<file path="config.mk">
export PLATFORM = sky130hd
export DESIGN_NAME = loop_chunk_scheduler
export DESIGN_NICKNAME = d
export VERILOG_FILES = /design/src/hw/rtl/lcs_pkg.sv /design/src/hw/rtl/lcs_divider.sv /design/src/hw/rtl/loop_chunk_scheduler.sv
export SDC_FILE = /design/constraint.sdc
export NUM_CORES = 1
export LEC_CHECK = 0
export ABC_AREA = 1
export BUFFER_PORTS_ARGS = -buffer_cell sky130_fd_sc_hd__buf_2
export CAP_MARGIN = 20
export CORE_ASPECT_RATIO = 0.6
export CORE_MARGIN = 2
export CORE_UTILIZATION = 50
export DETAILED_ROUTE_END_ITERATION = 8
export PLACE_DENSITY = 0.65
export SLEW_MARGIN = 20
export SYNTH_ARGS = -nofsm -noshare
export SYNTH_HDL_FRONTEND = slang
export SYNTH_SLANG_ARGS = --single-unit
</file>
<file path="constraint.sdc">
create_clock -name clk -period 13.1 [get_ports clk]
set_clock_uncertainty 0.15 [all_clocks]
set_input_delay 2.62 -clock clk [delete_from_list [all_inputs] [get_ports clk]]
set_output_delay 2.62 -clock clk [all_outputs]
set_load 0.01 [all_outputs]
</file>
<file path="src/hw/rtl/lcs_pkg.sv">
// Shared types and constants for the loop chunk scheduler.
// Holds payload structs, configuration codes, opcodes and the sequencer states.
// No dependencies.
`timescale 1ns / 1ps

package lcs_pkg;

  // Input item opcodes
  localparam logic OP_START = 1'b0;
  localparam logic OP_NEXT  = 1'b1;

  // Configuration register indexes
  localparam logic [1:0] CFG_SCHED_MODE   = 2'd0;
  localparam logic [1:0] CFG_BASE_CHUNK   = 2'd1;
  localparam logic [1:0] CFG_WORKER_COUNT = 2'd2;

  // Chunk sizing modes (the unused code behaves as dynamic)
  localparam logic [1:0] MODE_STATIC  = 2'd0;
  localparam logic [1:0] MODE_DYNAMIC = 2'd1;
  localparam logic [1:0] MODE_GUIDED  = 2'd2;

  // Register reset values and limits
  localparam logic [1:0] SCHED_MODE_RESET   = MODE_STATIC;
  localparam logic [7:0] BASE_CHUNK_RESET   = 8'd2;
  localparam logic [4:0] WORKER_COUNT_RESET = 5'd4;
  localparam logic [4:0] MAX_WORKERS        = 5'd16;

  typedef struct packed {
    logic        opcode;
    logic [15:0] iteration_count;
  } lcs_in_t;

  typedef struct packed {
    logic [15:0] chunk_start;
    logic [15:0] chunk_length;
    logic [3:0]  worker_index;
    logic        done_res;
  } lcs_out_t;

  // Status of the serial divider
  typedef struct packed {
    logic busy;
    logic done;
  } lcs_div_stat_t;

  typedef enum logic [2:0] {
    ST_IDLE,
    ST_REDUCE,
    ST_DIVIDE,
    ST_CALC,
    ST_FINISH
  } lcs_state_t;

endpackage

</file>
<file path="src/hw/rtl/lcs_divider.sv">
// Restoring bit-serial divider: a COUNT_WIDTH-bit dividend by a divisor of 1 to 16.
// One quotient bit per cycle. Uses lcs_pkg for its status struct.
`timescale 1ns / 1ps

module lcs_divider #(
  parameter int COUNT_WIDTH = 16
) (
  input  logic                      clk,
  input  logic                      rst,
  input  logic                      start,
  input  logic [COUNT_WIDTH-1:0]    dividend,
  input  logic [4:0]                divisor,
  output logic [COUNT_WIDTH-1:0]    quotient,
  output logic [4:0]                remainder,
  output lcs_pkg::lcs_div_stat_t    stat
);

  localparam int CNT_W = (COUNT_WIDTH > 1) ? $clog2(COUNT_WIDTH) : 1;

  logic [COUNT_WIDTH-1:0] quo;
  logic [4:0]             part;
  logic [CNT_W-1:0]       cnt;
  logic                   busy;
  logic                   done;
  logic [4:0]             trial;
  logic                   fits;

  // Shift the next dividend bit into the partial remainder and try the subtract
  always_comb begin
    trial = {part[3:0], quo[COUNT_WIDTH-1]};
    fits  = (trial >= divisor);
  end

  // Control: busy until every dividend bit has been shifted through, then pulse done
  always_ff @(posedge clk) begin
    if (rst) begin
      busy <= 1'b0;
      done <= 1'b0;
      cnt  <= '0;
    end else begin
      done <= 1'b0;
      if (start) begin
        busy <= 1'b1;
        cnt  <= '0;
      end else if (busy) begin
        cnt <= cnt + 1'b1;
        if (cnt == CNT_W'(COUNT_WIDTH - 1)) begin
          busy <= 1'b0;
          done <= 1'b1;
        end
      end
    end
  end

  // Datapath: quotient bits shift in behind the dividend
  always_ff @(posedge clk) begin
    if (start) begin
      quo  <= dividend;
      part <= '0;
    end else if (busy) begin
      quo  <= {quo[COUNT_WIDTH-2:0], fits};
      part <= fits ? (trial - divisor) : trial;
    end
  end

  assign quotient  = quo;
  assign remainder = part;
  assign stat      = '{busy: busy, done: done};

endmodule

</file>
<file path="src/hw/rtl/loop_chunk_scheduler.sv">
// Loop chunk scheduler top level: register file, sequencer and chunk sizing.
// Depends on lcs_pkg and lcs_divider.
//
//   channel   direction  payload            handshake
//   in        into block lcs_in_t (in_data)  in_valid / in_ready
//   out       from block lcs_out_t (out_data) out_valid / out_ready
//   cfg       into block cfg_index, cfg_data cfg_we, no back-pressure
//
// A start item loads the loop and gives no result. A next item passes through
// rotor reduction, the bit-serial divider (one quotient bit a cycle), length
// calculation and finish; reduction repeats when the worker rotor must be reduced
// after a worker count change. An exhausted loop skips the divider.
// Synchronous reset clears the loop state and loads the register defaults.
// A waiting result is held in the output register; the next item is accepted
// meanwhile, and a finished chunk stalls only until that register frees.
`timescale 1ns / 1ps

module loop_chunk_scheduler #(
  parameter int COUNT_WIDTH = 16
) (
  input  logic              clk,
  input  logic              rst,
  input  logic              in_valid,
  output logic              in_ready,
  input  lcs_pkg::lcs_in_t  in_data,
  output logic              out_valid,
  input  logic              out_ready,
  output lcs_pkg::lcs_out_t out_data,
  input  logic              cfg_we,
  input  logic [1:0]        cfg_index,
  input  logic [7:0]        cfg_data
);

  localparam int CMP_W = (COUNT_WIDTH > 13) ? COUNT_WIDTH : 13;

  lcs_pkg::lcs_state_t state, state_next;

  logic [1:0]             sched_mode;
  logic [7:0]             base_chunk;
  logic [4:0]             worker_count;
  logic [COUNT_WIDTH-1:0] remaining_iters;
  logic [COUNT_WIDTH-1:0] next_start;
  logic [3:0]             worker_rotor;
  logic [3:0]             rot;
  logic [COUNT_WIDTH-1:0] len;

  logic [4:0]             w_eff;
  logic [7:0]             c_eff;
  logic                   in_xfer;
  logic                   out_free;
  logic                   rot_big;
  logic                   div_start;
  logic                   load_res;
  logic [COUNT_WIDTH-1:0] quotient;
  logic [4:0]             remainder;
  lcs_pkg::lcs_div_stat_t div_stat;

  logic [12:0]            cw;
  logic [CMP_W-1:0]       c_ext, rem_ext, q_ext, cw_ext, ceil_ext, len_raw, len_clip;
  logic [4:0]             rot_inc;
  logic [31:0]            start_wide, len_wide;

  // Effective worker count and chunk size
  always_comb begin
    if (worker_count == 5'd0) begin
      w_eff = 5'd1;
    end else if (worker_count > lcs_pkg::MAX_WORKERS) begin
      w_eff = lcs_pkg::MAX_WORKERS;
    end else begin
      w_eff = worker_count;
    end
    c_eff = (base_chunk == 8'd0) ? 8'd1 : base_chunk;
  end

  assign in_ready = (state == lcs_pkg::ST_IDLE);
  assign in_xfer  = in_valid && in_ready;
  assign out_free = !out_valid || out_ready;
  assign rot_big  = ({1'b0, rot} >= w_eff);

  // Configuration writes; indexes beyond the list are dropped
  always_ff @(posedge clk) begin
    if (rst) begin
      sched_mode   <= lcs_pkg::SCHED_MODE_RESET;
      base_chunk   <= lcs_pkg::BASE_CHUNK_RESET;
      worker_count <= lcs_pkg::WORKER_COUNT_RESET;
    end else if (cfg_we) begin
      case (cfg_index)
        lcs_pkg::CFG_SCHED_MODE:   sched_mode   <= cfg_data[1:0];
        lcs_pkg::CFG_BASE_CHUNK:   base_chunk   <= cfg_data;
        lcs_pkg::CFG_WORKER_COUNT: worker_count <= cfg_data[4:0];
        default: ;
      endcase
    end
  end

  // Sequencer next state
  always_comb begin
    state_next = state;
    case (state)
      lcs_pkg::ST_IDLE: begin
        if (in_xfer && in_data.opcode == lcs_pkg::OP_NEXT) state_next = lcs_pkg::ST_REDUCE;
      end
      lcs_pkg::ST_REDUCE: begin
        if (!rot_big) begin
          state_next = (remaining_iters == '0) ? lcs_pkg::ST_FINISH : lcs_pkg::ST_DIVIDE;
        end
      end
      lcs_pkg::ST_DIVIDE: begin
        if (div_stat.done) state_next = lcs_pkg::ST_CALC;
      end
      lcs_pkg::ST_CALC:   state_next = lcs_pkg::ST_FINISH;
      lcs_pkg::ST_FINISH: begin
        if (out_free) state_next = lcs_pkg::ST_IDLE;
      end
      default: state_next = lcs_pkg::ST_IDLE;
    endcase
  end

  // Sequencer outputs
  always_comb begin
    div_start = 1'b0;
    load_res  = 1'b0;
    case (state)
      lcs_pkg::ST_REDUCE: div_start = !rot_big && (remaining_iters != '0);
      lcs_pkg::ST_FINISH: load_res  = out_free;
      default: ;
    endcase
  end

  always_ff @(posedge clk) begin
    if (rst) state <= lcs_pkg::ST_IDLE;
    else     state <= state_next;
  end

  lcs_divider #(
    .COUNT_WIDTH(COUNT_WIDTH)
  ) u_div (
    .clk      (clk),
    .rst      (rst),
    .start    (div_start),
    .dividend (remaining_iters),
    .divisor  (w_eff),
    .quotient (quotient),
    .remainder(remainder),
    .stat     (div_stat)
  );

  // Chunk length by mode, from the base chunk or the quotient, then clip to what is left
  always_comb begin
    cw       = 13'(c_eff) * 13'(w_eff);
    c_ext    = CMP_W'(c_eff);
    rem_ext  = CMP_W'(remaining_iters);
    q_ext    = CMP_W'(quotient);
    cw_ext   = CMP_W'(cw);
    ceil_ext = q_ext + CMP_W'(remainder != 5'd0);
    case (sched_mode)
      lcs_pkg::MODE_STATIC: begin
        if (cw_ext < rem_ext)     len_raw = c_ext;
        else if (q_ext == '0)     len_raw = rem_ext;
        else                      len_raw = q_ext;
      end
      lcs_pkg::MODE_GUIDED: begin
        len_raw = (q_ext < c_ext) ? c_ext : ceil_ext;
      end
      default: len_raw = c_ext;
    endcase
    len_clip = (len_raw > rem_ext) ? rem_ext : len_raw;
  end

  assign rot_inc    = {1'b0, rot} + 5'd1;
  assign start_wide = 32'(next_start);
  assign len_wide   = 32'(len);

  // Rotor reduction, length capture and loop state update
  always_ff @(posedge clk) begin
    if (rst) begin
      remaining_iters <= '0;
      next_start      <= '0;
      worker_rotor    <= '0;
    end else if (in_xfer && in_data.opcode == lcs_pkg::OP_START) begin
      remaining_iters <= COUNT_WIDTH'(in_data.iteration_count);
      next_start      <= '0;
      worker_rotor    <= '0;
    end else if (load_res && remaining_iters != '0) begin
      remaining_iters <= remaining_iters - len;
      next_start      <= next_start + len;
      worker_rotor    <= (rot_inc == w_eff) ? 4'd0 : rot_inc[3:0];
    end
  end

  always_ff @(posedge clk) begin
    if (in_xfer) begin
      rot <= worker_rotor;
    end else if (state == lcs_pkg::ST_REDUCE && rot_big) begin
      rot <= 4'(({1'b0, rot} - w_eff));
    end
    if (state == lcs_pkg::ST_CALC) len <= COUNT_WIDTH'(len_clip);
  end

  // Output register: hold until the transfer completes
  always_ff @(posedge clk) begin
    if (rst) begin
      out_valid <= 1'b0;
    end else if (load_res) begin
      out_valid <= 1'b1;
    end else if (out_ready) begin
      out_valid <= 1'b0;
    end
  end

  always_ff @(posedge clk) begin
    if (load_res) begin
      out_data.chunk_start  <= start_wide[15:0];
      out_data.chunk_length <= (remaining_iters == '0) ? 16'd0 : len_wide[15:0];
      out_data.worker_index <= rot;
      out_data.done_res     <= (remaining_iters == '0);
    end
  end

  // The divider runs only while the sequencer waits on it
  a_div_in_divide: assert property (@(posedge clk) disable iff (rst)
    (div_stat.busy || div_stat.done) |-> state == lcs_pkg::ST_DIVIDE)
    else $error("divider active outside the divide state");

  // The rotor is reduced below the worker count before sizing
  a_rot_reduced: assert property (@(posedge clk) disable iff (rst)
    (state == lcs_pkg::ST_CALC || state == lcs_pkg::ST_FINISH) |-> ({1'b0, rot} < w_eff))
    else $error("worker rotor not reduced");

  // A handed-out chunk always shrinks the remaining count
  a_progress: assert property (@(posedge clk) disable iff (rst)
    (load_res && remaining_iters != '0) |=> remaining_iters < $past(remaining_iters))
    else $error("chunk handed out without progress");

  // A next item leaves idle for rotor reduction
  a_next_starts: assert property (@(posedge clk) disable iff (rst)
    (in_xfer && in_data.opcode == lcs_pkg::OP_NEXT) |=> state == lcs_pkg::ST_REDUCE)
    else $error("next item not taken up");

  // A done result carries no iterations
  a_done_empty: assert property (@(posedge clk) disable iff (rst)
    (load_res && remaining_iters == '0) |=> (out_data.done_res && out_data.chunk_length == 16'd0))
    else $error("done result with nonzero length");

endmodule
</file>
## Yosys cells after proc, flatten, opt, wreduce, memory -nomap -nowiden

Cells that the tools add are included.

- Flip-flop bits (word level): 139
- Input port bits: 32
- Output and inout port bits: 39
- Logic and storage cells: 107

- Equal/unequal tests: 13
- Muxes and demuxes: 30
- $mul: 1
- Bitwise logic cells: 2
- Magnitude comparators: 6
- Add/sub/neg operators: 7
- Reductions and logical operators: 29

Operators by type and width:

| cell | number |
|---|---|
| $mux 16 | 8 |
| $logic_not 16->1 | 2 |
| $pmux 16 s2 | 1 |
| $add 16x1->16 | 1 |
| $add 16x16->16 | 1 |
| $gt 16x16->1 | 1 |
| $lt 13x16->1 | 1 |
| $lt 16x8->1 | 1 |
| $reduce_bool 16->1 | 1 |
| $sub 16x16->16 | 1 |
| $mux 3 | 5 |
| $mux 5 | 3 |
| $pmux 3 s5 | 1 |
| $mul 8x5->13 | 1 |
| $mux 4 | 3 |
| $logic_not 8->1 | 1 |
| $mux 1 | 8 |
| $mux 8 | 1 |
| $reduce_bool 2->1 | 4 |
| $eq 3x2->1 const B | 2 |
| $logic_and 1x1->1 | 6 |
| $reduce_and 2->1 | 3 |
| $add 4x1->5 const B | 1 |
| $eq 5x5->1 | 1 |
| 23 further kinds | 30 |

## Depth between registers and ports, before layout

Gate-level depths: netlist of run 1.

- Depth after elaboration: 9
- Gate-level depth with buffers: 45
- Mapped depth without buffers: 43

## Cells and area by module

A second synthesis of run 1 with hierarchy kept.

- Cell total of the unflattened synthesis: 1295
- Area, all modules: 10253.6 um^2

Modules (own cells, without submodules):

| module | sequential area each (um^2) | cells each | area each (um^2) | times used |
|---|---|---|---|---|
| loop_chunk_scheduler | 2812.7 | 1127 | 8822.2 | 1 |
| lcs_divider | 700.7 | 168 | 1431.4 | 1 |

## Worst setup path before layout of run 1

No wires, ideal clock.

- Path type: flip-flop to flip-flop
- Start point: reg worker_count[4]
- End point: reg len[11] (data pin)
- Period minus slack after synthesis: 7.065 ns
- Stages on the path, launching flop included: 42
- Arrival time: 6.784 ns
- Required time: 12.819 ns
- Setup time: 0.131 ns
- Buffers on the path: 2
- Path slack: 6.035 ns
- Cells stage by stage: dfxtp_1 clkbuf_1 nor2_1 clkinv_1 nor2_1 fa_1 fa_1 inv_1 fa_1 inv_1 ha_1 a21oi_1 nand2_1 nand2_1 nand2_1 a21oi_1 o221ai_1 a21o_1 [... 6 more ...] nand2_8 nand3_1 nand3_1 nand2_1 inv_1 ha_1 inv_1 nor2_1 nor2_1 o21a_1 o221ai_1 nand2_1 o2111ai_1 nand2_1 inv_1 clkbuf_1 nand2_1 nand2_1

- Longest elaborated chain between the ends: 9
- Elaborated cells between the ends (all ways): 10
- Those cells by class: mul (1); order compare (3); mux (5); reduce/logical (1)

RTL lines:

| what | RTL line | text |
|---|---|---|
| start, declared | loop_chunk_scheduler.sv:40 | `logic [4:0] worker_count;` |
| start signal, assigned | loop_chunk_scheduler.sv:85 | `worker_count <= lcs_pkg::WORKER_COUNT_RESET;` |
| start signal, assigned | loop_chunk_scheduler.sv:90 | `lcs_pkg::CFG_WORKER_COUNT: worker_count <= cfg_data[4:0];` |
| $gt 5x5->1 | loop_chunk_scheduler.sv:67 | `end else if (worker_count > lcs_pkg::MAX_WORKERS) begin` |
| $mux 5 | loop_chunk_scheduler.sv:67 |  |
| $mux 5 (*) | loop_chunk_scheduler.sv:65 | `if (worker_count == 5'd0) begin` |
| $mul 8x5->13 (*) | loop_chunk_scheduler.sv:150 | `cw = 13'(c_eff) * 13'(w_eff);` |
| $lt 13x16->1 (*) | loop_chunk_scheduler.sv:158 | `if (cw_ext < rem_ext) len_raw = c_ext;` |
| $mux 16 (*) | loop_chunk_scheduler.sv:158 |  |
| $pmux 16 s2 (*) | loop_chunk_scheduler.sv:156 | `case (sched_mode)` |
| $gt 16x16->1 | loop_chunk_scheduler.sv:167 | `len_clip = (len_raw > rem_ext) ? rem_ext : len_raw;` |
| $mux 16 (*) | loop_chunk_scheduler.sv:167 |  |
| named net len_clip[11] | loop_chunk_scheduler.sv:59 | `logic [CMP_W-1:0] c_ext, rem_ext, q_ext, cw_ext, ceil_ext, len_raw, len_clip;` |
| end signal, assigned | loop_chunk_scheduler.sv:197 | `if (state == lcs_pkg::ST_CALC) len <= COUNT_WIDTH'(len_clip);` |
| end, declared | loop_chunk_scheduler.sv:45 | `logic [COUNT_WIDTH-1:0] len;` |

Mark *: on every way through the listed nets, which the timed path passes. The rest lies on a longest branch.
A chain may end at the register's enable or synchronous reset.

## Final worst setup path of run 1

- Start point: reg worker_count[4]
- End point: reg len[8] (data pin)

The elaborated chain is that of the path after synthesis.

==> results.toml, run 1 <==
[status]
status = "finished clean"

[setup_path]
critPathArrivalTime_ns = 8.63
crit_buf_inv = 5
max_stage_delay_ns = 0.57
path_class = "flip-flop to flip-flop"
r2r-start = "worker_count[4]"
reg2regPathDepth = 36
cpMostUsedCell = "nand2_1"
crit_path_max_fanout = 21
critPathLaunchType = "flip-flop"
critical_path.top_delay_family = "adder cells"
cp-end-kind = "flip-flop"
r2r_end = "len[8]"
cpMaxStageDelayCell = "a32oi_2"
required_ns = 13.13
r2r_slack_ns = 4.50

[timing]
slew_viol_final = 0
grt_setup_unrepaired = "false"
slew-limit-headroom_pct = 39.45
finalHoldViolCount = 0
timing.fmax_mhz = 116.3
tightest_slew_ns = 0.8853
period_needed_ns = 8.599
setup_viol = 0
setup_tns_ns = 0
min_period_over_period_pct = 65.64

[global_routing]
overflow = 0
grt_max_degree = 39
grt_pass1_wl_mm = 43.46
grt_pass1_vias = 8021
grt_antenna_before_repair = 0
grt_use_total_pct = 26.10

[routing]
routed_wl_mm = 27.15
ant_nets = 0
drt-vias-per-instance = 5.454
wl_per_cell_um = 16.74
vias = 8847
first_pass_iters = 5
drt_iter0_markers = 825
route.detailed.drc = 0

[logic_synthesis]
synth_top_flop_cell = "edfxtp_1"
syn_inst = 1270
synth_seq_cells = 139
seq_area_frac_synth_pct = 34.92
synth_cell_types = 49
synth_warnings = 0
synth.mux.area_fraction_pct = 0
synth_enable_flop_cells = 73
yosys.area_share.adder_pct = 16.69
synthXorXnorAreaFrac_pct = 4.353
syn_area_per_cell_sq_um = 7.922
netlist_area_sq_um = 10060
syn-num-nets = 1423
synth-compound-area-share_pct = 15.64
synthArstFlopShare_pct = 0
synth_top_family_by_area = "simple AND/OR/NAND/NOR gates"
synth-simple-area-share_pct = 20.33

[floorplan]
die_h_um = 113.9
die-area_sq_um = 21310
die_w_um = 187.1
start_util_pct = 50.64
rows = 40
core_sq_um = 19870
ios = 71

[power]
p_leak_nw = 5.348
netSwitchingFraction_pct = 42.72
p_comb_share_pct = 43.9
powerDensity_nw_per_um2 = 181.0
clkPwrFrac_pct = 24.4
pwr-share-seq_pct = 31.7
p_int_mw = 1.168
switchingPower_mw = 0.8710
vdd_drop_max_v = 0.0001205
p_total_mw = 2.039

[clock_tree]
cts_buffers = 17
htree_num_levels = 4
clockRootBuffer = "clkbuf_16"
cts_repair_resize_count = 0
clock_sinks = 139
cts_setup_buffers = 0
cts_tree = "built"
cts_max_path_buffers = 2
cts.clk_slew.worst_paths_ns = 0.07
clk_latency_ns = 0.44
hold_buffers = 0

[placement]
io_buffers = 70
routabilityCongestion = 0.9784
hpwl_mm = 21.34

[cells_and_area]
num-fill-cells = 1858
nets = 1489
drive_gt1_share_pct = 10.30
num_antenna_cells = 0
areaGrowthSynthToFinish_pct = 12.00

[flow_run]
cap_violations = 0

[worst_hold_path]
holdCritPathClass = "flip-flop to flip-flop"
min_to = "out_data[26]"
min_path_cells = 0
min_from = "next_start[5]"
worst reg2reg max path: cells and delay by family (launching register included):
family                     cells  cell delay [ns]
buffers and inverters          5             0.90
xor gates and xnor gates       1             0.16
and+or+nand+nor               14             2.21
adders and majority gates      6             2.39
DFF                            1             0.42
AOI/OAI and AO/OA             10             2.11
layout by cell type, fill, tap and decap left out, types with 7 or more instances in the layout:
master | netlist | routed
nand2_1 | 244 | 244
inv_1 | 172 | 172
nor2_1 | 124 | 123
a21oi_1 | 105 | 105
ha_1 | 99 | 99
o21ai_0 | 91 | 91
edfxtp_1 | 73 | 73
buf_2 | 3 | 70
nand3_1 | 66 | 66
dfxtp_1 | 66 | 66
xor2_1 | 32 | 32
fa_1 | 22 | 22
xnor2_1 | 18 | 18
clkbuf_16 | 0 | 17
nand4_1 | 14 | 14
nor3_1 | 10 | 10
o211ai_1 | 9 | 9
o21ai_1 | 8 | 8
a211oi_1 | 7 | 7
per-layer routing:
layer | global-route usage, % | vias to the layer above | part of all wire (%) | wire length [um]
li1 | - | 4393 | - | -
met1 | 41.65 | 4097 | 52 | 14130
met2 | 35.56 | 338 | 39 | 10510
met3 | 5.138 | 19 | 8.3 | 2246
met4 | 5.873 | 0 | 0.93 | 253
met5 | 0 | - | 0 | 0
worst max-delay path by stage:
stage / from / cells after the start / end / slack [ns]
6_report: worker_count[4] / 36 / len[8] / 4.50
5_1_grt: worker_count[4] / 36 / len[8] / 3.74
4_1_cts: worker_count[4] / 36 / len[6] / 4.54
3_5_place_dp: worker_count[4] / 36 / len[0] / 4.59
3_3_place_gp: worker_count[4] / 36 / len[13] / 4.86
2_1_floorplan: worker_count[4] / 41 / len[11] / 6.03
power groups by stage:
| stage | logic [mW] | registers, mW | clock network, mW |
|---|---|---|---|
| after detailed placement | 0.871 | 0.652 | 0 |
| after floorplan | 0.681 | 0.623 | 0 |
| final | 0.894 | 0.647 | 0.498 |
| after global placement | 0.855 | 0.653 | 0 |
| after global routing | 1.01 | 0.655 | 0.520 |
| after CTS | 0.879 | 0.644 | 0.501 |
cells by family after synthesis:
logic type	Yosys count
flip-flops	139
XOR/XNOR	50
adder cells (fa/ha/maj)	121
AO/OA/AOI/OAI	268
buffers and inverters	210
AND/OR/NAND/NOR	482
area by class of cell:
class	instances	area (sq um)	area share (%)
Tap cell	273	341.6	3.031
Clock buffer	18	429.2	3.809
Multi-Input combinational cell	921	5744	50.98
Inverter	183	686.9	6.096
Clock inverter	14	172.7	1.532
Timing Repair Buffer	74	380.4	3.376
Sequential cell	139	3513	31.18
synth_stat cells (20+ instances only):
master | count | area, sq um
dfxtp_1 | 66 | 1321
nor2_1 | 124 | 465.5
clkbuf_1 | 20 | 75.07
o21ai_0 | 91 | 455.4
inv_1 | 172 | 645.6
fa_1 | 22 | 440.4
edfxtp_1 | 73 | 2192
ha_1 | 99 | 1239
nand3_1 | 66 | 330.3
nand2_1 | 244 | 915.9
a21oi_1 | 105 | 525.5
xor2_1 | 32 | 280.3
state kept, by name, indices dropped and copies added (netlist names), 5 cells and up:
name / flops
u_div.remainder: 5
u_div.quotient: 16
len: 16
rem_ext: 16
out_data: 37
worker_count: 5
base_chunk: 8
next_start: 16
per-stage QoR:
step | util, % | instance area (sq um) | std cells | setup slack [ns] | hold WS [ns]
after floorplan | - | 10060 | 1270 | 6.035 | 0.2815
after global placement | 53.68 | 10670 | 1590 | 4.858 | 0.3035
after detailed placement | 53.68 | 10670 | 1590 | 4.589 | 0.3089
after CTS | 56.71 | 11270 | 1622 | 4.544 | 0.3237
after global routing | 56.71 | 11270 | 1622 | 3.743 | 0.3257
final | 56.71 | 11270 | 1622 | 4.501 | 0.3206
Power figures use the tool's default switching activity.
==> run 2: changes to the inputs <==
Clock period 13.1 ns to 8.9 ns, I/O delays scaled along.
==> run 2 against run 1 <==
Combinational power up 49%. Sequential cell count unchanged. Power up 45%. Count of clock-buffer cells in the layout up 8. Hold slack worse by 0.0053 ns. Final cell count about the same. Die area unchanged. First-iteration DRC count up 1.6%. Routed wire length up 0.55%.
==> results.toml, run 2 (synthesized netlist as in run 1, its figures left out) <==
[floorplan]
core_sq_um = 19870
ios = 71
start_util_pct = 50.64
die_w_um = 187.1
rows = 40
die-area_sq_um = 21310
die_h_um = 113.9

[timing]
setup_viol = 0
grt_setup_unrepaired = "false"
setup_tns_ns = 0
timing.fmax_mhz = 123.8
finalHoldViolCount = 0
slew-limit-headroom_pct = 37.82
tightest_slew_ns = 0.9091
slew_viol_final = 0
period_needed_ns = 8.079
min_period_over_period_pct = 90.78

[cells_and_area]
nets = 1490
num_antenna_cells = 0
seqCellArea_sq_um = 3513
drive_gt1_share_pct = 10.15
num-fill-cells = 1845
multiInputGateArea_sq_um = 5756
top_register = "out_data"
areaGrowthSynthToFinish_pct = 11.71
layout.cells.most_common = "nand2_1"
largest_reg_flops = 37
fin_area_sq_um = 11240
layout_common_cells = "nand2_1 (244), inv_1 (172), nor2_1 (123)"

[clock_tree]
cts_tree = "built"
clk_latency_ns = 0.44
clockRootBuffer = "clkbuf_16"
cts_buffers = 17
htree_num_levels = 4
cts.clk_slew.worst_paths_ns = 0.07
cts_max_path_buffers = 2
clock_sinks = 139

[setup_path]
cpMaxStageDelayCell = "fa_1"
path_class = "flip-flop to flip-flop"
critPathLaunchType = "flip-flop"
required_ns = 8.93
max_stage_delay_ns = 0.54
cpMostUsedCell = "nand2_1"
cp-end-kind = "flip-flop"
critPathArrivalTime_ns = 8.11
crit_path_max_fanout = 12

[routing]
ant_nets = 0
routed_wl_mm = 27.30
drt_iter0_markers = 838
route.detailed.drc = 0
first_pass_iters = 6
wl_per_cell_um = 16.82
drt-vias-per-instance = 5.469
vias = 8876

[placement]
place_area_sq_um = 10670
io_buffers = 70
routabilityCongestion = 0.9305
hpwl_mm = 21.11

[global_routing]
grt_max_degree = 39
grt_pass1_vias = 7977
grt_use_total_pct = 26.06
overflow = 0
grt_antenna_before_repair = 0
grt_pass1_wl_mm = 43.29

[power]
vdd_drop_max_v = 0.0001921
powerDensity_nw_per_um2 = 263.5
pwr-share-seq_pct = 32.1
p_int_mw = 1.690
clkPwrFrac_pct = 23.0
netSwitchingFraction_pct = 42.94
switchingPower_mw = 1.272
p_comb_share_pct = 44.9
p_leak_nw = 5.352

[status]
status = "finished clean"

[flow_run]
cap_violations = 0

[worst_hold_path]
holdCritPathClass = "flip-flop to flip-flop"
run 2: changes by cell type in the layout (fill, tap and decap cells not counted):
cell and delta:
clkinv_2 +3, buf_4 +1, clkbuf_1 +4, a32oi_4 +1, a32oi_2 -1, clkbuf_16 +2, clkinv_4 -4, clkbuf_8 +2
inv_6 -1, clkinv_1 -1, clkinvlp_4 -4, inv_4 +2, bufinv_16 -3
run 2: final cells by class:
type / count / area share (%)
clock buffer: 26 / 4.642
clock inverter: 6 / 0.2894
inverter: 183 / 6.112
multi-input combinational: 921 / 51.21
sequential: 139 / 31.26
tap: 273 / 3.039
timing repair buffer: 75 / 3.451
run 2: metal layers:
| layer | up-vias | share of wire (%) | GRT usage (%) | wire length, um |
|---|---|---|---|---|
| met5 | - | 0 | 0 | 0 |
| met4 | 0 | 0.81 | 5.926 | 222 |
| met3 | 19 | 8.5 | 4.369 | 2319 |
| met2 | 344 | 39 | 35.79 | 10660 |
| met1 | 4112 | 52 | 41.78 | 14090 |
| li1 | 4401 | - | - | - |
run 2: stage by stage:
stage | hold WS (ns) | setup WS (ns) | util [%] | cells | total power, mW
2_1_floorplan | 0.2815 | 1.835 | - | 1270 | 1.919
3_3_place_gp | 0.3053 | 1.104 | 53.72 | 1591 | 2.235
3_5_place_dp | 0.2989 | 0.7852 | 53.72 | 1591 | 2.254
4_1_cts | 0.3137 | 0.7266 | 56.51 | 1623 | 2.942
5_1_grt | 0.3270 | 0.1333 | 56.57 | 1623 | 3.177
6_report | 0.3154 | 0.8207 | 56.57 | 1623 | 2.961
run 2: power groups by stage:
stage,clock network (mW),logic (mW),registers [mW]
6_report,0.680,1.33,0.952
5_1_grt,0.713,1.50,0.963
4_1_cts,0.688,1.31,0.948
3_5_place_dp,0,1.29,0.961
3_3_place_gp,0,1.27,0.962
2_1_floorplan,0,1.00,0.917
run 2: path summary, 6_finish.rpt:
path	start	end	slack, ns	cells past startpoint
max	worker_count[4]	len[3]	0.82	36
min	next_start[3]	out_data[24]	0.32	0
max reg2reg	worker_count[4]	len[3]	0.82	36
min reg2reg	next_start[3]	out_data[24]	0.32	0
run 2: timing repair:
action,4_1_cts,5_1_grt
gates resized for setup,0,1
hold buffers,0,0
setup buffers,0,0
setup endpoints to repair,0,3
endpoints found under the hold margin,0,0
run 2: worst max-delay path, delay by kind of cell, from the launching register on:
family                   cells  cell delay [ns]
XOR/XNOR                     1             0.17
flip-flops                   1             0.44
AO/OA/AOI/OAI               10             1.97
adder cells (fa/ha/maj)      6             2.39
buffers and inverters        5             0.81
AND/OR/NAND/NOR             14             1.86
